--- src/hw/rtl/levels_remap_white_run_blanker_defines.svh ---
// ----------------------------------------------------------------------------
// levels remap white run blanker assertion macros
// concurrent assertion wrappers, empty when synthesizing
// ----------------------------------------------------------------------------
`ifndef LEVELS_REMAP_WHITE_RUN_BLANKER_DEFINES_SVH
`define LEVELS_REMAP_WHITE_RUN_BLANKER_DEFINES_SVH
`ifndef SYNTHESIS
`define LRWB_ASSERT(label, prop, msg) \
    label: assert property (@(posedge i_clk) disable iff (!i_rst_n) prop) else $error(msg);
`define LRWB_ASSERT_ALWAYS(label, prop, msg) \
    label: assert property (@(posedge i_clk) prop) else $error(msg);
`else
`define LRWB_ASSERT(label, prop, msg)
`define LRWB_ASSERT_ALWAYS(label, prop, msg)
`endif
`endif

--- src/hw/rtl/lrwb_pkg.sv ---
// ----------------------------------------------------------------------------
// lrwb_pkg
// shared constants, types and helpers of the levels remap white run blanker
// ----------------------------------------------------------------------------
package lrwb_pkg;

    localparam int MAX_BANDS   = 4;
    localparam int BAND_FIELDS = 4;
    localparam int BAND_CAP    = (MAX_BANDS < BAND_FIELDS) ? MAX_BANDS : BAND_FIELDS;
    localparam int TBL_DEPTH   = 256;
    localparam int CFG_IDX_W   = 3;
    localparam int CFG_DATA_W  = 9;

    localparam logic [CFG_IDX_W-1:0] CFG_BLACK_OUT  = 3'd0;
    localparam logic [CFG_IDX_W-1:0] CFG_BLACK_IN   = 3'd1;
    localparam logic [CFG_IDX_W-1:0] CFG_WHITE_OUT  = 3'd2;
    localparam logic [CFG_IDX_W-1:0] CFG_WHITE_IN   = 3'd3;
    localparam logic [CFG_IDX_W-1:0] CFG_ZERO_BELOW = 3'd4;
    localparam logic [CFG_IDX_W-1:0] CFG_WHITE_THR  = 3'd5;
    localparam logic [CFG_IDX_W-1:0] CFG_BAND_COUNT = 3'd6;

    typedef logic [BAND_FIELDS-1:0][7:0] t_pixel;

    typedef struct packed {
        logic [7:0] bo;
        logic [7:0] bi;
        logic [7:0] wo;
        logic [8:0] wi;
        logic [8:0] zb;
    } t_levels;

    typedef struct packed {
        logic       we;
        logic [7:0] addr;
        logic [7:0] data;
    } t_tbl_wr;

    typedef struct packed {
        logic                   valid;
        t_pixel                 px;
        logic [BAND_FIELDS-1:0] mask;
        logic                   last;
    } t_req;

    typedef struct packed {
        logic flush;
        logic held;
    } t_front_stat;

    function automatic logic [2:0] bands_in_use(input logic [2:0] bc);
        logic [2:0] n;
        n = bc;
        if (n > 3'(BAND_CAP)) begin
            n = 3'(BAND_CAP);
        end
        return n;
    endfunction

endpackage

--- src/hw/rtl/lrwb_lane.sv ---
// ----------------------------------------------------------------------------
// lrwb_lane
// one band lane: private copy of the levels table, registered lookup
// ----------------------------------------------------------------------------
module lrwb_lane (
    input  logic             i_clk,
    input  lrwb_pkg::t_tbl_wr i_wr,
    input  logic             i_rd_en,
    input  logic [7:0]       i_addr,
    output logic [7:0]       o_data
);
    import lrwb_pkg::*;

    logic [7:0] r_mem [0:TBL_DEPTH-1];
    logic [7:0] r_data;

    always_ff @(posedge i_clk) begin
        if (i_wr.we) begin
            r_mem[i_wr.addr] <= i_wr.data;
        end
    end

    always_ff @(posedge i_clk) begin
        if (i_rd_en) begin
            r_data <= r_mem[i_addr];
        end
    end

    assign o_data = r_data;

endmodule

--- config.mk ---
export PLATFORM = sky130hd
export DESIGN_NAME = lrwb_lane
export DESIGN_NICKNAME = d
export VERILOG_FILES = /design/src/hw/rtl/levels_remap_white_run_blanker_defines.svh /design/src/hw/rtl/lrwb_pkg.sv /design/src/hw/rtl/lrwb_lane.sv
export SDC_FILE = /design/constraint.sdc
export NUM_CORES = 2
export LEC_CHECK = 0
export BUFFER_PORTS_ARGS = -buffer_cell sky130_fd_sc_hd__buf_2
export CORE_MARGIN = 2
export CORE_UTILIZATION = 25
export CTS_BUF_LIST = sky130_fd_sc_hd__clkbuf_4 sky130_fd_sc_hd__clkbuf_8
export DETAILED_ROUTE_END_ITERATION = 8
export PLACE_DENSITY_LB_ADDON = 0.05
export SLEW_MARGIN = 20
export SYNTH_ARGS = -nofsm -noshare
export SYNTH_HDL_FRONTEND = slang
export SYNTH_SLANG_ARGS = --single-unit
--- constraint.sdc ---
create_clock -name i_clk -period 6.58 [get_ports i_clk]
set_input_delay 0.658 -clock i_clk [delete_from_list [all_inputs] [get_ports i_clk]]
set_output_delay 0.658 -clock i_clk [all_outputs]
set_load 0.005 [all_outputs]
Word-level counts from Yosys, hierarchy flattened
Memories as Yosys holds them, arrays and structs flattened. A register that Yosys moved wholly into a read port is not among the register bits.
Index checks and enable logic that the tools add are counted.

cells by class
  divide/modulo/power cells = 0
  shift operators = 0
  $lt $le $gt $ge = 0
  eq/ne operators = 0
  bitwise logic cells = 0
  reductions and logical operators = 0
  multiplexer cells = 2
  add/sub/neg operators = 0
  $mul = 0

operators with widths
  operator           count
  two-way mux 1 bit  2

storage, ports and cells
  latch bits = 0
  output and inout bits = 8
  bits in writable memories = 2048
  input bits = 27
  memories kept = 1
  ROM bits = 0
  register bits = 0

memory list
  memory  words  bits a word  read ports  clocked after memory_dff  write ports  line             RTL
  r_mem   256    8            1           1                         1            lrwb_lane.sv:14  logic [7:0] r_mem [0:TBL_DEPTH-1];

Longest topological paths before layout
  word-level depth = 2
  gate-level depth with buffers = 11
  gate-level depth less buffers = 6

Worst setup path before layout
No wires, ideal clock.

  path kind = input -> register
  start point = input i_addr[0]
  end point = register r_data[2] (netlist: o_data[2]) (read register of r_mem) (data pin)
  setup slack = 3.846 ns
  required time = 6.311 ns
  arrival = 2.465 ns
  stages on the path = 9
  cells stage by stage = buf_6 > buf_12 > buf_8 > buf_2 > mux4_2 > a22oi_1 > a21oi_1 > nor4_1 > nor4_2

RTL lines
  item             line             RTL
  start, declared  lrwb_lane.sv:9   input logic [7:0] i_addr,
  end, declared    lrwb_lane.sv:15  logic [7:0] r_data;

==> insert_results.sql <==
INSERT INTO impl_metrics (metric_group, metric, value, unit) VALUES
('outcome', 'outcome', 'completed', ''),
('grt', 'grt_pass1_vias', '41261', ''),
('hold_path', 'worst_hold_startpoint', 'i_wr[1]', ''),
('pwr', 'switching_share_of_power', '23.5', '%'),
('sta', 'max_transition_margin', '24.3', '%'),
('pwr', 'power_switching', '0.00659', 'W'),
('placement', 'preCtsSetupSlack', '1780', 'ps'),
('floorplanning', 'io-pin-count', '35', ''),
('cts', 'cts_sinks', '2056', ''),
('pwr', 'part_of_the_total_power_dissipated_in_the_clock_network', '43.3', '%'),
('worst_setup_path', 'cp_cell_sequence', 'buf_8 > buf_4 > mux4_2 > a22o_1 > a221oi_1 > o32ai_1 > nor3_1 > nor4_1', ''),
('worst_setup_path', 'critical_path_peak_fanout', '54', ''),
('drt', 'routed_wirelength', '265000', 'um'),
('cts', 'ctsRootBufferMaster', 'sky130_fd_sc_hd__clkbuf_8', ''),
('grt', 'gr-usage-met3', '2.66', '%'),
('cts', 'h-tree-depth', '5', ''),
('drt', 'drt_iter0_markers', '3246', ''),
('cts', 'tritoncts', 'yes', ''),
('pwr', 'pwr_density_cell', '303', 'nW/um^2'),
('cells_and_area', 'layout-area-overhead-vs-synth', '16.3', '%'),
('logic_synthesis', 'syn-cell-area', '79600', 'um^2'),
('floorplanning', 'row_count', '207', ''),
('grt', 'track_usage', '16.1', '%'),
('cells_and_area', 'layout-drive-gt1-share', '29.1', '%'),
('sta', 'rsz0062_at_grt', 'no', ''),
('logic_synthesis', 'ys_types', '54', ''),
('placement', 'place.detailed.hpwl', '162000', 'um'),
('floorplanning', 'die_x', '568', 'um'),
('pwr', 'power_leakage', '28.1', 'nW'),
('placement', 'placed_cells', '7851', ''),
('cells_and_area', 'final_common_cell', 'sky130_fd_sc_hd__edfxtp_1', ''),
('flow_run', 'cap_violations', '0', ''),
('sta', 'postLayoutSetupSlackWorst', '2880', 'ps'),
('worst_setup_path', 'startpoint_class', 'primary input', ''),
('pwr', 'share_comb_of_total_power', '5.2', '%'),
('sta', 'worst_setup_skew_after_layout', '37.7', 'ps'),
('worst_setup_path', 'critPathMaxStageDelay', '690', 'ps'),
('grt', 'largest_net_degree_at_the_start_of_global_routing', '147', ''),
('floorplanning', 'start_util', '25.1', '%'),
('grt', 'gr-usage-met2', '26.1', '%'),
('sta', 'final_max_slew_viol_count', '0', ''),
('worst_setup_path', 'rr_worst_depth', '6', ''),
('sta', 'period_minus_slack', '3700', 'ps'),
('logic_synthesis', 'post_synth.cell_area_avg', '21.3', 'um^2'),
('drt', 'drt_first_pass_iters', '6', ''),
('logic_synthesis', 'synth-seq-area-share', '77.5', '%'),
('grt', 'global_route.overflow_total', '0', ''),
('worst_setup_path', 'critical-path-top-delay-family', 'buffers and inverters', ''),
('cells_and_area', 'final_net_count', '4086', ''),
('cts', 'clk_transition_reported_paths', '50', 'ps'),
('hold_path', 'hold_path_end', 'r_mem[69][1]', ''),
('worst_setup_path', 'critical_path_buffer_and_inverter_count', '2', ''),
('drt', 'avgViaCountPerCell', '4.55', ''),
('grt', 'antenna_found_initial', '34', ''),
('drt', 'num_vias', '38839', ''),
('worst_setup_path', 'crit_required', '7320', 'ps'),
('logic_synthesis', 'syn-num-nets', '3760', ''),
('cells_and_area', 'layout_common_cells', 'sky130_fd_sc_hd__edfxtp_1 (2056), sky130_fd_sc_hd__mux4_2 (454), sky130_fd_sc_hd__clkbuf_8 (387)', ''),
('worst_setup_path', 'setup.worst_path.class', 'primary input to register', ''),
('logic_synthesis', 'synth-warning-count', '0', ''),
('cts', 'clk_path_buf_depth', '4', ''),
('floorplanning', 'core_region_area', '318000', 'um^2'),
('logic_synthesis', 'synthesis.instances', '3733', ''),
('hold_path', 'hold_class', 'primary input to register', ''),
('cts', 'cts_repair_resize_count', '0', ''),
('cells_and_area', 'final_core_utilization', '29.2', '%'),
('placement', 'place_congestion', '0.732', ''),
('worst_setup_path', 'worstPathArrival', '4440', 'ps'),
('hold_path', 'hold_depth', '1', ''),
('cts', 'clock_insertion_delay_worst_skew', '1050', 'ps'),
('worst_setup_path', 'critical_path_depth', '8', '');
[Yosys cell counts, drive strengths merged (12+ instances only)]
master	n	area, um^2
a211oi	16	120
a21oi	96	480
a221oi	14	129
a22oi	133	998
buf	122	1030
clkbuf	111	417
edfxtp	2056	61700
mux2i	134	1340
mux4	456	10300
nand2	33	124
nand3	34	170
nor2	282	1060
nor2b	31	194
nor3	22	110
nor4	27	188
o21ai	12	60.1
o221ai	47	418
o22ai	28	175
[stage by stage]
| step | cell area (um^2) | power, W |
|---|---|---|
| 2_1_floorplan | 79600 | 0.0154 |
| 3_3_place_gp | 85100 | 0.0163 |
| 3_5_place_dp | 85200 | 0.0163 |
| 4_1_cts | 92500 | 0.0286 |
| 5_1_grt | 92600 | 0.0292 |
| 6_report | 92600 | 0.0281 |
[what timing repair did]
item | 4_1_cts | 5_1_grt
buffers inserted | 0 | 0
hold buffers | 6 | 0
endpoints found under the setup margin | 0 | 0
hold endpoints to repair | 215 | 0
[logic make-up (layout without fill, tap and decap cells)]
logic type	after synthesis	count (layout)	share of synthesized area (%)
buffers and inverters	235	850	1.83
other	0	14	0
and+or+nand+nor	466	466	2.63
DFF	2056	2056	77.5
AOI/OAI and AO/OA	385	385	3.42
muxes	591	591	14.6
[worst max path at each step]
stage | end | slack (ps) | startpoint
2_1_floorplan | o_data[2] | 3850 | i_addr[0]
3_3_place_gp | o_data[5] | 1620 | i_addr[0]
3_5_place_dp | o_data[5] | 1780 | i_addr[0]
4_1_cts | o_data[5] | 2970 | i_addr[0]
5_1_grt | o_data[5] | 2850 | i_addr[0]
6_report | o_data[5] | 2880 | i_addr[0]
[layout make-up]
class | count | area, um^2 | share of cell area [%]
flip-flops and latches | 2056 | 61700 | 66.7
multi-input cells | 1442 | 16700 | 18.0
clock buffers | 517 | 6300 | 6.81
well taps | 4180 | 5230 | 5.65
repair buffers | 178 | 1650 | 1.78
clock inverters | 153 | 981 | 1.06
diodes | 14 | 35.0 | 0.0378
inverters | 2 | 7.51 | 0.00811
[routing by layer]
layer | up-vias | share of wire, %
met5 | - | 0.0049
met4 | 2 | 2.4
met3 | 386 | 4.7
met2 | 1036 | 47
met1 | 20963 | 45
li1 | 16452 | -
[power by group through the flow]
| stage | logic, W | registers (W) | clock network (W) |
|---|---|---|---|
| CTS | 0.00151 | 0.0145 | 0.0126 |
| detailed placement | 0.00151 | 0.0147 | 0 |
| finish | 0.00145 | 0.0145 | 0.0121 |
| global placement | 0.00150 | 0.0148 | 0 |
| floorplan | 0.000701 | 0.0147 | 0 |
| global route | 0.00155 | 0.0145 | 0.0132 |
[registers in the layout (all words and copies together) (netlist names)]
signal / flops
o_data: 8
r_mem: 2048
No activity file was read; power rests on OpenSTA's default activity.
