<file path="src/hw/rtl/levels_remap_white_run_blanker_defines.svh">
// ----------------------------------------------------------------------------
// levels remap white run blanker assertion macros
// concurrent assertion wrappers, empty when synthesizing
// ----------------------------------------------------------------------------
`ifndef LEVELS_REMAP_WHITE_RUN_BLANKER_DEFINES_SVH
`define LEVELS_REMAP_WHITE_RUN_BLANKER_DEFINES_SVH
`ifndef SYNTHESIS
`define LRWB_ASSERT(label, prop, msg) \
    label: assert property (@(posedge i_clk) disable iff (!i_rst_n) prop) else $error(msg);
`define LRWB_ASSERT_ALWAYS(label, prop, msg) \
    label: assert property (@(posedge i_clk) prop) else $error(msg);
`else
`define LRWB_ASSERT(label, prop, msg)
`define LRWB_ASSERT_ALWAYS(label, prop, msg)
`endif
`endif

</file>
<file path="src/hw/rtl/lrwb_pkg.sv">
// ----------------------------------------------------------------------------
// lrwb_pkg
// shared constants, types and helpers of the levels remap white run blanker
// ----------------------------------------------------------------------------
package lrwb_pkg;

    localparam int MAX_BANDS   = 4;
    localparam int BAND_FIELDS = 4;
    localparam int BAND_CAP    = (MAX_BANDS < BAND_FIELDS) ? MAX_BANDS : BAND_FIELDS;
    localparam int TBL_DEPTH   = 256;
    localparam int CFG_IDX_W   = 3;
    localparam int CFG_DATA_W  = 9;

    localparam logic [CFG_IDX_W-1:0] CFG_BLACK_OUT  = 3'd0;
    localparam logic [CFG_IDX_W-1:0] CFG_BLACK_IN   = 3'd1;
    localparam logic [CFG_IDX_W-1:0] CFG_WHITE_OUT  = 3'd2;
    localparam logic [CFG_IDX_W-1:0] CFG_WHITE_IN   = 3'd3;
    localparam logic [CFG_IDX_W-1:0] CFG_ZERO_BELOW = 3'd4;
    localparam logic [CFG_IDX_W-1:0] CFG_WHITE_THR  = 3'd5;
    localparam logic [CFG_IDX_W-1:0] CFG_BAND_COUNT = 3'd6;

    typedef logic [BAND_FIELDS-1:0][7:0] t_pixel;

    typedef struct packed {
        logic [7:0] bo;
        logic [7:0] bi;
        logic [7:0] wo;
        logic [8:0] wi;
        logic [8:0] zb;
    } t_levels;

    typedef struct packed {
        logic       we;
        logic [7:0] addr;
        logic [7:0] data;
    } t_tbl_wr;

    typedef struct packed {
        logic                   valid;
        t_pixel                 px;
        logic [BAND_FIELDS-1:0] mask;
        logic                   last;
    } t_req;

    typedef struct packed {
        logic flush;
        logic held;
    } t_front_stat;

    function automatic logic [2:0] bands_in_use(input logic [2:0] bc);
        logic [2:0] n;
        n = bc;
        if (n > 3'(BAND_CAP)) begin
            n = 3'(BAND_CAP);
        end
        return n;
    endfunction

endpackage

</file>
<file path="src/hw/rtl/lrwb_front.sv">
// ----------------------------------------------------------------------------
// lrwb_front
// white detect, one-pixel hold and row-end flush, issues lookup requests
// ----------------------------------------------------------------------------
module lrwb_front (
    input  logic                  i_clk,
    input  logic                  i_rst_n,
    input  logic                  i_accept,
    input  logic                  i_slot,
    input  lrwb_pkg::t_pixel      i_px,
    input  logic                  i_last,
    input  logic [7:0]            i_thr,
    input  logic [2:0]            i_bc,
    output lrwb_pkg::t_req        o_req,
    output lrwb_pkg::t_front_stat o_stat
);
    import lrwb_pkg::*;

    logic   r_held_v, n_held_v;
    logic   r_held_w, n_held_w;
    logic   r_left_w, n_left_w;
    logic   r_flush, n_flush;
    logic   r_flush_blank, n_flush_blank;
    t_pixel r_held_px, n_held_px;

    logic [2:0] w_n;
    logic [9:0] w_sum;
    logic [9:0] w_thr_n;
    logic       w_white;
    logic       w_left_new;

    function automatic logic [BAND_FIELDS-1:0] band_mask(input logic [2:0] n,
                                                         input logic blank);
        logic [BAND_FIELDS-1:0] m;
        for (int b = 0; b < BAND_FIELDS; b++) begin
            m[b] = (3'(b) < n) && !blank;
        end
        return m;
    endfunction

    assign w_n = bands_in_use(i_bc);

    always_comb begin
        w_sum = '0;
        for (int b = 0; b < BAND_FIELDS; b++) begin
            if (3'(b) < w_n) begin
                w_sum = w_sum + {2'b00, i_px[b]};
            end
        end
    end

    assign w_thr_n    = 10'({2'b00, i_thr} * {7'd0, w_n});
    assign w_white    = (i_thr != '0) && (w_sum >= w_thr_n);
    assign w_left_new = r_held_v ? r_held_w : r_left_w;

    always_comb begin
        o_req         = '0;
        n_held_v      = r_held_v;
        n_held_w      = r_held_w;
        n_left_w      = r_left_w;
        n_flush       = r_flush;
        n_flush_blank = r_flush_blank;
        n_held_px     = r_held_px;
        if (r_flush) begin
            if (i_slot) begin
                o_req.valid = 1'b1;
                o_req.px    = r_held_px;
                o_req.mask  = band_mask(w_n, r_flush_blank);
                o_req.last  = 1'b1;
                n_flush     = 1'b0;
            end
        end else if (i_accept) begin
            n_held_px = i_px;
            if (r_held_v) begin
                o_req.valid = 1'b1;
                o_req.px    = r_held_px;
                o_req.mask  = band_mask(w_n, r_held_w && (r_left_w || w_white));
                o_req.last  = 1'b0;
                if (i_last) begin
                    n_flush       = 1'b1;
                    n_flush_blank = w_white && w_left_new;
                end
            end else if (i_last) begin
                o_req.valid = 1'b1;
                o_req.px    = i_px;
                o_req.mask  = band_mask(w_n, w_white && w_left_new);
                o_req.last  = 1'b1;
            end
            if (i_last) begin
                n_held_v = 1'b0;
                n_held_w = 1'b0;
                n_left_w = 1'b0;
            end else begin
                n_held_v = 1'b1;
                n_held_w = w_white;
                n_left_w = w_left_new;
            end
        end
    end

    always_ff @(posedge i_clk) begin
        if (!i_rst_n) begin
            r_held_v <= 1'b0;
            r_held_w <= 1'b0;
            r_left_w <= 1'b0;
            r_flush  <= 1'b0;
        end else begin
            r_held_v <= n_held_v;
            r_held_w <= n_held_w;
            r_left_w <= n_left_w;
            r_flush  <= n_flush;
        end
    end

    always_ff @(posedge i_clk) begin
        r_held_px     <= n_held_px;
        r_flush_blank <= n_flush_blank;
    end

    assign o_stat.flush = r_flush;
    assign o_stat.held  = r_held_v;

endmodule

</file>
<file path="config.mk">
export PLATFORM = sky130hd
export DESIGN_NAME = lrwb_front
export DESIGN_NICKNAME = d
export VERILOG_FILES = /design/src/hw/rtl/levels_remap_white_run_blanker_defines.svh /design/src/hw/rtl/lrwb_pkg.sv /design/src/hw/rtl/lrwb_front.sv
export SDC_FILE = /design/constraint.sdc
export NUM_CORES = 1
export LEC_CHECK = 0
export BUFFER_PORTS_ARGS = -buffer_cell sky130_fd_sc_hd__buf_4
export CORE_MARGIN = 5
export CORE_UTILIZATION = 56
export DETAILED_ROUTE_END_ITERATION = 10
export PLACE_DENSITY = 0.85
export SYNTH_ARGS = -nofsm -noshare
export SYNTH_HDL_FRONTEND = slang
export SYNTH_SLANG_ARGS = --single-unit
</file>
<file path="constraint.sdc">
create_clock -name i_clk -period 7.1 [get_ports i_clk]
set_input_delay 0.355 -clock i_clk [delete_from_list [all_inputs] [get_ports i_clk]]
set_output_delay 0.355 -clock i_clk [all_outputs]
set_load 0.01 [all_outputs]
</file>
======== Word-level counts from Yosys, hierarchy flattened ========
Cells that the tools add are included.
Widths: inputs -> output; s select.
word-level totals
  register bits after elaboration ......... 37
  bits in latches ......................... 0
  bits in writable memories ............... 0
  ROM bits ................................ 0
  output and inout port bits .............. 40
  memories ................................ 0
cells by class
  add/sub/neg operators ................... 3
  $mul .................................... 1
  divide/modulo/power cells ............... 0
  order comparisons ....................... 6
  equal/unequal tests ..................... 0
  shift-type cells ........................ 0
  mux-type cells .......................... 19
  bitwise gates (word level) .............. 1
  reductions and logical operators ........ 22
operator list
  cell                number
  $mux 38             5
  $add 10x8->10       3
  $mux 10             3
  $logic_and 1x1->1   15
  $ge 10x10->1        1
  $mul 8x3->10        1
  $mux 1              9
  $mux 8              1
  $reduce_bool 8->1   1
  $lt 1x3->1 const A  2
  $lt 2x3->1 const A  2
  $reduce_and 4->1    1
  $gt 3x3->1 const B  1
  $logic_not 1->1     3
  $mux 3              1
  $reduce_and 2->1    1
  $logic_or 1x1->1    1
  $not 1->1           1

======== Logic depth before layout (Yosys ltp) ========
  depth after elaboration ................. 19
  mapped depth ............................ 31

======== Least setup slack after synthesis ========
OpenSTA, ideal clock, no wires.
  path kind ............................... in2out
  start ................................... in i_bc[1]
  end ..................................... out o_req[1] (netlist bit)
  arrival time ............................ 6247 ps
  required time ........................... 6745 ps
  slack ................................... 498 ps
  stages .................................. 29
  buffers on the path ..................... 2
  path through ............................ buf_2 -> or3_1 -> clkbuf_1 -> and2_1 -> ha_1 -> fa_1 -> a21o_1 -> a221oi_2 -> o21ai_1 -> o21ai_0 -> ha_1 -> o21a_1 -> o31a_1 -> o31a_1 -> a21oi_1 -> nand2_1 -> o211ai_1 -> ha_1 -> or3_1 -> o21ai_0 -> a21oi_1 -> xor2_1 -> o22ai_1 -> ha_1 -> and4_1 -> and3_1 -> a211oi_1 -> o21ai_0 -> a21boi_0
RTL lines
  item         RTL line          RTL
  from (decl)  lrwb_front.sv:13  input logic [2:0] i_bc,
  to (decl)    lrwb_front.sv:14  output lrwb_pkg::t_req o_req,

==> impl_results.md <==
* Status: completed
* Primary FF master, synth: edfxtp_1
* # DRC at 0
* Synthesis-to-finish area growth at 23.1%
* Final instance area at 0.00478 sq mm
* Final setup fails at 0
* Origin of the critical flop-to-flop path: r_flush
* Initial DRC Count at 296
* Final Hold Fails at 0
* Fin. max-slew vios at 0
* Pre-Repair DR Iteration Count at 6
* Vias in the first global route at 3449
* First-pass GRT wire length at 16900 um
* Critical Path AT at 6410 ps
* Crit path top cell by count: ha_1
* CP Launch Type: input pin
* Number of synthesized flops with an enable pin at 33
* Internal Power at 0.000625 W
* Antenna cell count at 0
* Gate power share at 0.509
* Largest net degree at the start of global routing at 41
* Clock Latency Late Sink at 300 ps
* Crit end category: primary output
* Clock skew at 3.56 ps
* CTS tree: built
* All-Layer GR Usage at 0.244
* HPWL reported at the end of detailed placement at 8330 um
* Register-to-Register Path Depth at 5
* Unique masters post-synth at 52
* Synth warn at 0
* Critical Path Max Stage Delay at 390 ps
* Hold Path Class: input pin to register
* GPL Wtd Cong at 0.984
* Final Non-Filler Cells at 597
* DR vias/cell at 6.13
* Final min period at 6760 ps
* Hold Buf Count CTS at 0
* Final WL at 10600 um
* WP data required at 6740 ps
* Post-synthesis cell count at 434
* Area of the multi-input gates at 0.00266 sq mm
* NetSw at 0.000364 W
* Leak at 2.23 nW
* FF+latch area at 0.00107 sq mm
* Total chip power at 0.000988 W
* GR Overflow Total at 0
* Critical path type: input pin to primary output
* Avg Cell Area, Syn at 8.95 sq um
* Most frequent cell after synthesis: nand2_1
* Placed cell areas at 0.00462 sq mm
* Synth Cell Area at 0.00389 sq mm
* Switching share of power at 0.368
* Share of power burned in registers at 0.260
* Maximum vdd drop at 88.0 uV
* Top cells by count, synth: nand2_1, ha_1, a22o_1, edfxtp_1
* Worst Path Max Fanout at 4
* Register area share after synthesis at 0.276
* Share of layout cells above drive strength 1 at 0.236
* Share of the synthesized area in the top cell type at 0.255
* Least-Margin Pin Slew at 1100 ps
* Root Driver: clkbuf_8
* Initial Utilization at 0.575
* Row count at 30
* # fillers at 547
* Die span in y at 93.3 um
* CTS buffer count at 5
* Die area at 0.00871 sq mm
* Die Wd at 93.3 um
* Crit path max-delay cell type: or3_1
* Yosys reg bits at 37
* Clock transition at the registers of the reported paths at 90 ps
* Max-cap violations at 0
* Yosys top cell by area: edfxtp_1
* Initial antenna violation count at 0
* Slew margin rel. at 0.265
* Top post-synthesis cells by area: edfxtp_1, ha_1, a22o_1
* PortBufs at 87
* Worst setup path endpoint: o_req[3]
* CP startpoint: i_bc[0]
* Max clock buf depth at 2
* Reg2Reg Capture Point: r_left_w
* H-tree depth reported by CTS at 2
* Final worst-path cycle share at 0.952
* Clk sinks at 37
* Final core occ at 0.708
* Core Area at 0.00676 sq mm
* IO Count at 88
* Syn nets at 533
* Fraction of registers with async set/reset at 0
* Pwr/cell area at 207 mW/mm^2
* Post-layout net count at 615
* Worst reg-to-reg setup slack at 5190 ps
* Wire length per cell at 17.7 um
* F_max at 148 MHz
* DP Cell Count at 588
* Via count at 3660
* Post-route ant nets at 0
* Clock power frac at 0.232
## worst max-delay path, delay by kind of cell
family / cells / cell delay, ps
AOI/OAI and AO/OA: 15 / 2320
adders and majority gates: 5 / 1590
and+or+nand+nor: 6 / 1470
xor gates and xnor gates: 2 / 390
buffers and inverters: 2 / 270
## final cells by class
cell class	instances	area share
clock buffer	5	0.0144
clock inverter	3	0.0144
inverter	28	0.0220
multi-input combinational	349	0.555
sequential	37	0.224
tap	80	0.0209
timing repair buffer	95	0.149
## cell usage in the layout (no fill, tap or decap), drive strengths merged, types with 6 or more instances in the layout
master  synthesis  layout
a21o           14      14
a21oi          28      28
a22o           33      33
and2            8       8
and3            8       8
buf             5      95
edfxtp         33      33
fa             10      10
ha             41      41
inv            28      29
nand2          49      49
nand3           6       6
nor2           19      19
nor2b           8       8
nor3            6       6
o21a            7       7
o21ai          28      28
xnor2          13      13
xor2           10      10
## registers in the layout, indices dropped and copies added, names as in the netlist
name	flops
r_held_v	1
r_flush	1
r_flush_blank	1
r_held_w	1
r_left_w	1
r_held_px	32
## through the flow
stage	hold WS [ps]	setup WS, ps	setup TNS [ps]
after floorplan	444	498	0
after global placement	491	283	0
after detailed placement	514	63.5	0
after CTS	253	48.4	0
after global routing	243	-50.4	-161
final	252	340	0
## logic make-up after synthesis
kind of cell | share of synthesized area
multiplexers | 0.0245
buffers and inverters | 0.0486
adder cells (fa/ha/maj) | 0.189
AO/OA/AOI/OAI | 0.255
XOR/XNOR | 0.0518
AND/OR/NAND/NOR | 0.156
flip-flops | 0.276
## how the worst min path moves through the flow
stage | startpoint | to | depth (start not counted)
after detailed placement | r_held_w | r_held_w | 2
after global placement | r_held_w | r_held_w | 2
after floorplan | i_last | r_held_v | 1
after global routing | i_px[6] | r_held_px[6] | 1
final | i_px[28] | r_held_px[28] | 1
after CTS | i_px[6] | r_held_px[6] | 1
## metal layers
layer / wire (um) / track usage / share of wire
met1: 4550 / 0.330 / 0.43
met2: 4940 / 0.409 / 0.47
met3: 863 / 0.0354 / 0.081
met4: 239 / 0.0611 / 0.023
met5: 0 / 0 / 0
## what timing repair did
action,CTS,global route
gates resized for setup,0,9
setup buffers,0,1
setup endpoints to repair,0,4
## power groups by stage
stage / Clock (W) / Sequential (W) / Combinational (W)
6_report: 0.000229 / 0.000257 / 0.000503
5_1_grt: 0.000237 / 0.000258 / 0.000559
4_1_cts: 0.000228 / 0.000257 / 0.000487
3_5_place_dp: 0 / 0.000262 / 0.000482
3_3_place_gp: 0 / 0.000261 / 0.000466
2_1_floorplan: 0 / 0.000260 / 0.000334
Note: power is estimated with default switching activity, not from simulation.
