<file path="config.mk">
export PLATFORM = sky130hd
export DESIGN_NAME = lrwb_builder
export DESIGN_NICKNAME = d
export VERILOG_FILES = /design/src/hw/rtl/levels_remap_white_run_blanker_defines.svh /design/src/hw/rtl/lrwb_pkg.sv /design/src/hw/rtl/lrwb_builder.sv
export SDC_FILE = /design/constraint.sdc
export NUM_CORES = 1
export LEC_CHECK = 0
export BUFFER_PORTS_ARGS = -buffer_cell sky130_fd_sc_hd__buf_2
export CAP_MARGIN = 20
export CORE_ASPECT_RATIO = 1.75
export CORE_MARGIN = 4
export CORE_UTILIZATION = 59
export DETAILED_ROUTE_END_ITERATION = 12
export GPL_TIMING_DRIVEN = 1
export HOLD_SLACK_MARGIN = 0.05
export PLACE_DENSITY = 0.78
export SYNTH_ARGS = -nofsm -noshare
export SYNTH_HDL_FRONTEND = slang
export SYNTH_SLANG_ARGS = --single-unit
</file>
<file path="constraint.sdc">
create_clock -name i_clk -period 12.8 [get_ports i_clk]
set_input_delay 2.56 -clock i_clk [delete_from_list [all_inputs] [get_ports i_clk]]
set_output_delay 2.56 -clock i_clk [all_outputs]
set_load 0.1 [all_outputs]
</file>
<file path="src/hw/rtl/levels_remap_white_run_blanker_defines.svh">
// ----------------------------------------------------------------------------
// levels remap white run blanker assertion macros
// concurrent assertion wrappers, empty when synthesizing
// ----------------------------------------------------------------------------
`ifndef LEVELS_REMAP_WHITE_RUN_BLANKER_DEFINES_SVH
`define LEVELS_REMAP_WHITE_RUN_BLANKER_DEFINES_SVH
`ifndef SYNTHESIS
`define LRWB_ASSERT(label, prop, msg) \
    label: assert property (@(posedge i_clk) disable iff (!i_rst_n) prop) else $error(msg);
`define LRWB_ASSERT_ALWAYS(label, prop, msg) \
    label: assert property (@(posedge i_clk) prop) else $error(msg);
`else
`define LRWB_ASSERT(label, prop, msg)
`define LRWB_ASSERT_ALWAYS(label, prop, msg)
`endif
`endif

</file>
<file path="src/hw/rtl/lrwb_pkg.sv">
// ----------------------------------------------------------------------------
// lrwb_pkg
// shared constants, types and helpers of the levels remap white run blanker
// ----------------------------------------------------------------------------
package lrwb_pkg;

    localparam int MAX_BANDS   = 4;
    localparam int BAND_FIELDS = 4;
    localparam int BAND_CAP    = (MAX_BANDS < BAND_FIELDS) ? MAX_BANDS : BAND_FIELDS;
    localparam int TBL_DEPTH   = 256;
    localparam int CFG_IDX_W   = 3;
    localparam int CFG_DATA_W  = 9;

    localparam logic [CFG_IDX_W-1:0] CFG_BLACK_OUT  = 3'd0;
    localparam logic [CFG_IDX_W-1:0] CFG_BLACK_IN   = 3'd1;
    localparam logic [CFG_IDX_W-1:0] CFG_WHITE_OUT  = 3'd2;
    localparam logic [CFG_IDX_W-1:0] CFG_WHITE_IN   = 3'd3;
    localparam logic [CFG_IDX_W-1:0] CFG_ZERO_BELOW = 3'd4;
    localparam logic [CFG_IDX_W-1:0] CFG_WHITE_THR  = 3'd5;
    localparam logic [CFG_IDX_W-1:0] CFG_BAND_COUNT = 3'd6;

    typedef logic [BAND_FIELDS-1:0][7:0] t_pixel;

    typedef struct packed {
        logic [7:0] bo;
        logic [7:0] bi;
        logic [7:0] wo;
        logic [8:0] wi;
        logic [8:0] zb;
    } t_levels;

    typedef struct packed {
        logic       we;
        logic [7:0] addr;
        logic [7:0] data;
    } t_tbl_wr;

    typedef struct packed {
        logic                   valid;
        t_pixel                 px;
        logic [BAND_FIELDS-1:0] mask;
        logic                   last;
    } t_req;

    typedef struct packed {
        logic flush;
        logic held;
    } t_front_stat;

    function automatic logic [2:0] bands_in_use(input logic [2:0] bc);
        logic [2:0] n;
        n = bc;
        if (n > 3'(BAND_CAP)) begin
            n = 3'(BAND_CAP);
        end
        return n;
    endfunction

endpackage

</file>
<file path="src/hw/rtl/lrwb_builder.sv">
// ----------------------------------------------------------------------------
// lrwb_builder
// table sequencer: one entry per pass, ramp value by a radix-2 divider
// ----------------------------------------------------------------------------
module lrwb_builder (
    input  logic              i_clk,
    input  logic              i_rst_n,
    input  logic              i_start,
    input  lrwb_pkg::t_levels i_lv,
    output lrwb_pkg::t_tbl_wr o_wr,
    output logic              o_busy
);
    import lrwb_pkg::*;

    typedef enum logic [3:0] {
        ST_IDLE = 4'b0001,
        ST_MUL  = 4'b0010,
        ST_DIV  = 4'b0100,
        ST_WR   = 4'b1000
    } t_bstate;

    t_bstate     r_state, n_state;
    logic [7:0]  r_idx, n_idx;
    logic [2:0]  r_cnt, n_cnt;
    logic        r_neg, n_neg;
    logic [17:0] r_rem, n_rem;
    logic [17:0] r_dsh, n_dsh;
    logic [7:0]  r_quo, n_quo;

    logic [7:0]         w_k;
    logic signed [8:0]  w_dw;
    logic [9:0]         w_den;
    logic signed [17:0] w_prod;
    logic signed [19:0] w_num;
    logic [19:0]        w_abs;
    logic [8:0]         w_round;
    logic signed [10:0] w_q;
    logic signed [10:0] w_v;
    logic signed [10:0] w_bo;
    logic signed [10:0] w_hi;
    logic signed [10:0] w_lo_ab;
    logic signed [10:0] w_hi_ab;
    logic signed [10:0] w_mid;
    logic signed [10:0] w_med;
    logic [7:0]         w_entry;

    // ramp numerator 2*(wo-bo)*(i-bi) + (wi-bi)
    assign w_k    = r_idx - i_lv.bi;
    assign w_dw   = $signed({1'b0, i_lv.wo}) - $signed({1'b0, i_lv.bo});
    assign w_den  = {1'b0, i_lv.wi} - {2'b00, i_lv.bi};
    assign w_prod = w_dw * $signed({1'b0, w_k});
    assign w_num  = $signed({w_prod[17], w_prod, 1'b0}) + $signed({10'd0, w_den});
    assign w_abs  = w_num[19] ? 20'(-w_num) : w_num;

    // floor of signed quotient, then clamp between bo and wo-1
    assign w_round = {1'b0, r_quo} + {8'd0, (r_neg && (r_rem != '0))};
    assign w_q     = r_neg ? -$signed({2'b00, w_round}) : $signed({2'b00, w_round});
    assign w_bo    = $signed({3'b000, i_lv.bo});
    assign w_v     = w_bo + w_q;
    assign w_hi    = $signed({3'b000, i_lv.wo}) - 11'sd1;
    assign w_lo_ab = (w_v < w_bo) ? w_v : w_bo;
    assign w_hi_ab = (w_v < w_bo) ? w_bo : w_v;
    assign w_mid   = (w_hi_ab < w_hi) ? w_hi_ab : w_hi;
    assign w_med   = (w_lo_ab > w_mid) ? w_lo_ab : w_mid;

    always_comb begin
        if ({1'b0, r_idx} < i_lv.zb) begin
            w_entry = 8'd0;
        end else if ({1'b0, r_idx} >= i_lv.wi) begin
            w_entry = i_lv.wo;
        end else if (r_idx < i_lv.bi) begin
            w_entry = i_lv.bo;
        end else begin
            w_entry = w_med[7:0];
        end
    end

    always_comb begin
        n_state = r_state;
        n_idx   = r_idx;
        n_cnt   = r_cnt;
        n_neg   = r_neg;
        n_rem   = r_rem;
        n_dsh   = r_dsh;
        n_quo   = r_quo;
        case (r_state)
            ST_IDLE: begin
                n_state = ST_IDLE;
            end
            ST_MUL: begin
                n_neg   = w_num[19];
                n_rem   = w_abs[17:0];
                n_dsh   = {w_den, 8'd0};
                n_quo   = '0;
                n_cnt   = 3'd7;
                n_state = ST_DIV;
            end
            ST_DIV: begin
                if (r_rem >= r_dsh) begin
                    n_rem = r_rem - r_dsh;
                    n_quo = {r_quo[6:0], 1'b1};
                end else begin
                    n_quo = {r_quo[6:0], 1'b0};
                end
                n_dsh = {1'b0, r_dsh[17:1]};
                n_cnt = r_cnt - 3'd1;
                if (r_cnt == '0) begin
                    n_state = ST_WR;
                end
            end
            ST_WR: begin
                if (r_idx == 8'(TBL_DEPTH - 1)) begin
                    n_state = ST_IDLE;
                end else begin
                    n_idx   = r_idx + 8'd1;
                    n_state = ST_MUL;
                end
            end
            default: begin
                n_state = ST_IDLE;
            end
        endcase
        if (i_start) begin
            n_state = ST_MUL;
            n_idx   = '0;
        end
    end

    always_ff @(posedge i_clk) begin
        if (!i_rst_n) begin
            r_state <= ST_MUL;
            r_idx   <= '0;
            r_cnt   <= '0;
        end else begin
            r_state <= n_state;
            r_idx   <= n_idx;
            r_cnt   <= n_cnt;
        end
    end

    always_ff @(posedge i_clk) begin
        r_neg <= n_neg;
        r_rem <= n_rem;
        r_dsh <= n_dsh;
        r_quo <= n_quo;
    end

    assign o_wr.we   = (r_state == ST_WR);
    assign o_wr.addr = r_idx;
    assign o_wr.data = w_entry;
    assign o_busy    = (r_state != ST_IDLE);

endmodule

</file>
# ---- Yosys cells after proc, flatten, opt, wreduce, memory -nomap -nowiden
# Index checks and enable logic that the tools add are counted.
dict set report word_totals {
  input_bits 45
  out_inout_bits 18
  reg_bits 60
  word_cells 61
}
dict set report op_classes {
  order_cmp 7
  bitwise_logic 2
  mul 1
  n_eq_ne 7
  n_addsub 12
  muxes 18
  n_reduce_logical 7
}
# cell n
set op_table {}
lappend op_table {{18-bit case mux with 2 select lines} 2}
lappend op_table {{11-bit 2-to-1 mux} 4}
lappend op_table {{18-bit 2-to-1 mux} 2}
lappend op_table {{8-bit 2-to-1 mux} 4}
lappend op_table {{11-bit by 9-bit < comparator with 1-bit output} 2}
lappend op_table {{19-bit by 11-bit adder with 20-bit output} 1}
lappend op_table {{18-bit >= comparator} 1}
lappend op_table {{9-bit by 9-bit multiplier with 18-bit output} 1}
lappend op_table {{18-bit negator} 1}
lappend op_table {{18-bit nonzero test} 1}
lappend op_table {{18-bit subtractor} 1}
lappend op_table {{8-bit case mux with 2 select lines} 1}
lappend op_table {{4-bit case mux with 3 select lines} 1}
lappend op_table {{9-bit by 11-bit adder with 11-bit output} 1}
lappend op_table {{11-bit greater-than comparator} 1}
lappend op_table {{9-bit negator with 11-bit output} 1}
lappend op_table {{9-bit by 8-bit subtractor with 10-bit output} 1}
lappend op_table {{8-bit by 1-bit adder with 9-bit output} 1}
lappend op_table {{8-bit by 9-bit >= comparator with 1-bit output} 1}
lappend op_table {{8-bit by 9-bit < comparator with 1-bit output} 1}
lappend op_table {{8-bit by 1-bit subtractor with 9-bit output, second input constant} 1}
lappend op_table {{8-bit by 8-bit subtractor with 9-bit output} 1}
lappend op_table {{8-bit by 1-bit adder with 8-bit output, second input constant} 1}
lappend op_table {{8-bit == test, second input constant} 1}
lappend op_table {{other kinds (18)} 21}

# ---- Logic depth before layout (Yosys ltp)
dict set report logic_depth {
  depth_word 15
  ltp_mapped 46
}

# ---- Worst setup path before layout
# No wires, ideal clock.
dict set report synth_path {
  kind {input -> output}
  startpoint {input i_lv[34] in the netlist's numbering}
  endpoint {output o_wr[0] in the netlist's numbering}
  arrival_ns 10.740
  slack_ns -0.500
  path_stages 37
  path_cell_list {ha_1 -> fa_1 -> ha_1 -> nor2b_1 -> o21a_1 -> o21a_1 -> o21a_1 -> o21a_1 -> o21ai_0 -> nand2b_1 -> a21oi_1 -> nand4_1 -> ha_1 -> clkbuf_1 -> buf_1 -> mux2i_1 -> inv_1 -> ha_1 -> a21o_1 -> a21o_1 -> a21o_1 -> a21oi_1 -> o21ai_0 -> a41oi_2 -> buf_2 -> mux2i_1 -> ha_1 -> nor2b_1 -> o21a_1 -> o21a_1 -> o21ai_0 -> a21oi_1 -> o21a_1 -> clkbuf_1 -> a21oi_1 -> o21ai_0 -> a31oi_1}
}
# item line_no
set synth_rtl {}
lappend synth_rtl {{start, declared} lrwb_builder.sv:9} ;# input lrwb_pkg::t_levels i_lv,
lappend synth_rtl {{end, declared} lrwb_builder.sv:10} ;# output lrwb_pkg::t_tbl_wr o_wr,

==> reports/metrics.yaml <==
layout:
  diodes: 0
  drive_gt1_share_pct: 9.32
  area_growth_pct: 8.78
  num-nets-final: 1585
worst_setup_path:
  cp-end-kind: "output pin"
  start_kind: "input port"
  reg2regPathDepth: 28
  reg2reg_to: "r_rem[17]$_DFFE_PP_"
  critical_path.max_fanout: 13
  rrSetupSlack_ps: 4900
  slowest_delay_ps: 420
  crit_arrival_ps: 9850
  cp.required_ps: 10240
  crit_buf_inv: 5
  r2r-start: "r_idx[0]$_SDFFE_PP0P_"
  critPathTopFamily: "compound AO/OA/AOI/OAI gates"
  slowest_stage: "fa_1"
  worstSetupPathType: "in2out"
cts:
  cts.htree.levels: 3
  cts_tree: "yes"
  cts_max_path_buffers: 2
  clk_pin_slew_worst_paths_ps: 50
  hold_buffers: 0
  cts-root-buf: "clkbuf_16"
  clock_latency_ps: 330
  clock_sinks: 60
  cts_buffers: 9
yosys:
  synth_xor_area_share_pct: 8.51
  syn_inst: 1278
  synth_seq_cells: 60
  ys_warn_count: 0
  ys_async_sr_fraction_pct: 0
  synth_edf_count: 45
  yosys.area_share.simple_pct: 17.2
  synth_top_family_by_area: "adder cells"
  synth_compound_area_share_pct: 18.3
  ys_seq_area_share_pct: 15.5
  synth-adder-area-share_pct: 29.7
  syn_area_um2: 10700
  synthMuxAreaShare_pct: 2.86
  yosys_most_used_dff: "edfxtp_1"
  syn-num-nets: 1537
  avgSynthCellArea_um2: 8.36
  yosysUniqueCellTypes: 83
placed_design:
  port_buffers: 62
  dp_hpwl_um: 22800
  gp_congestion: 0.905
floorplan:
  core-area_um2: 17600
  start_util_pct: 60.7
  die_w_um: 110
  ios: 63
  die_y_um: 186
  die_area_um2: 20400
  rows: 64
route:
  wl_met3_um: 978
  drc: 0
  wirelength_um: 27500
  drtIter0Drc: 527
  route.vias.total: 9292
  postRouteAntennaNets: 0
  met1_length_um: 10700
  wl_met2_um: 14600
  highest_layer: "met4"
  wl_per_cell_um: 17.6
  drt-pass1-iter-count: 5
  vias_per_cell: 5.95
global_routing:
  overflow: 0
  grt_usage_pct: 27.2
  grt_pass1_vias: 9354
  grt_pass1_wl_um: 44200
  grt_max_degree: 37
  antenna_found_initial: 0
hold_path:
  holdCritStartpoint: "r_cnt[2]$_SDFFE_PN0P_"
  hold_class: "reg2reg"
  hold_depth: 2
  whs_endpoint: "r_cnt[2]$_SDFFE_PN0P_"
outcome:
  outcome: "finished clean"
sta:
  tns_ps: 0
  final_hold_viol_count: 0
  slew_headroom_pct: 28.6
  skew_ps: 6.53
  slew_violations: 0
  finalCritPeriodShare_pct: 96.9
  max_freq_ghz: 0.0806
  setup_viol: 0
  rsz0062_at_grt: "no"
  finalCriticalPeriod_ps: 12410
  worst_slew_pin_slew_ps: 1060
flow_run:
  drv_cap: 0
[flip-flops by register name (all words and copies together), names as in the netlist]
register	count
r_quo	8
r_neg	1
r_state	4
r_idx	8
r_cnt	3
r_dsh	18
r_rem	18
[placed cells by master, fill, tap and decap left out, drive strengths merged, types with 15 or more instances in the layout]
cell type	instances
o21a	16
o21ai	66
nand3	25
nand2	89
edfxtp	45
a21oi	74
mux2i	17
xor2	51
a21o	28
inv	190
buf	68
fa	66
nor2	100
xnor2	52
dfxtp	15
nand4	18
nor3	15
nand2b	23
and2	18
ha	148
[repair_timing]
item                                    4_1_cts  5_1_grt
endpoints found under the setup margin        0        8
buffers inserted                              0        1
gates resized for setup                       0        6
[metrics by stage]
step / instance area (µm²) / hold slack, ps / setup WS [ps] / util (%) / cells
finish: 11600 / 470 / 394 / 66.0 / 1562
global route: 11600 / 513 / 13.6 / 66.0 / 1562
CTS: 11600 / 473 / 93.4 / 65.8 / 1561
detailed placement: 11300 / 466 / 128 / 64.3 / 1545
global placement: 11300 / 456 / 267 / 64.3 / 1545
floorplan: 10700 / 443 / 153 / - / 1278
[how the worst max path moves through the flow]
stage                     depth (start not counted)                start  endpoint  slack (ps)
after floorplan                                  37             i_lv[34]   o_wr[0]         150
after global placement                           35             i_lv[34]   o_wr[2]         270
after detailed placement                         35             i_lv[34]   o_wr[2]         130
final                                            35             i_lv[34]   o_wr[2]         390
after global routing                             36             i_lv[34]   o_wr[2]          10
after CTS                                        42  r_rem[13]$_DFFE_PP_   o_wr[2]          90
[cells in the mapped netlist (8+ instances only)]
| master | n | area [µm²] |
|---|---|---|
| nand2b_1 | 23 | 144 |
| a21o_1 | 28 | 210 |
| ha_1 | 148 | 1850 |
| nand4_1 | 17 | 106 |
| inv_1 | 190 | 713 |
| or3_1 | 11 | 68.8 |
| nand3_1 | 25 | 125 |
| xnor2_1 | 52 | 455 |
| nor2_1 | 100 | 375 |
| clkbuf_1 | 19 | 71.3 |
| fa_1 | 66 | 1320 |
| and2_1 | 18 | 113 |
| nand2_1 | 89 | 334 |
| nor2b_1 | 11 | 68.8 |
| edfxtp_1 | 45 | 1350 |
| xor2_1 | 50 | 438 |
| dfxtp_1 | 15 | 300 |
| a21oi_1 | 73 | 365 |
| mux2_2 | 12 | 135 |
| mux2i_1 | 17 | 170 |
| o21a_1 | 16 | 120 |
| and3_1 | 8 | 50.1 |
| o21ai_0 | 62 | 310 |
| o21bai_1 | 10 | 75.1 |
| o211ai_1 | 13 | 97.6 |
| nor3_1 | 14 | 70.1 |
[worst min-delay path, cell delays in order (launching register included)]
cell and delay, ps:
dfxtp_1 310, inv_1 60, a21oi_1 50
[area by class of cell]
cell class	instances	area, µm²
Tap cell	231	289
Fill cell	1569	5990
Inverter	190	713
Clock inverter	2	10.0
Sequential cell	60	1650
Multi-Input combinational cell	997	8230
Timing Repair Buffer	68	475
Clock buffer	14	254
[cells by family (layout without fill, tap and decap cells)]
kind of cell,Yosys count,after routing
xor gates and xnor gates,103,103
adders and majority gates,214,214
and+or+nand+nor,362,362
DFF,60,60
AOI/OAI and AO/OA,289,289
muxes,29,29
buffers and inverters,221,274
[layer usage]
| layer | track usage [%] | vias up |
|---|---|---|
| met5 | 0 | - |
| met4 | 10.9 | 0 |
| met3 | 2.29 | 74 |
| met2 | 50.9 | 249 |
| met1 | 31.3 | 4425 |
| li1 | - | 4544 |
Power is left out: the tool's default activity adds up to more than one toggle a clock period on the data nets, which glitch-free logic cannot reach.
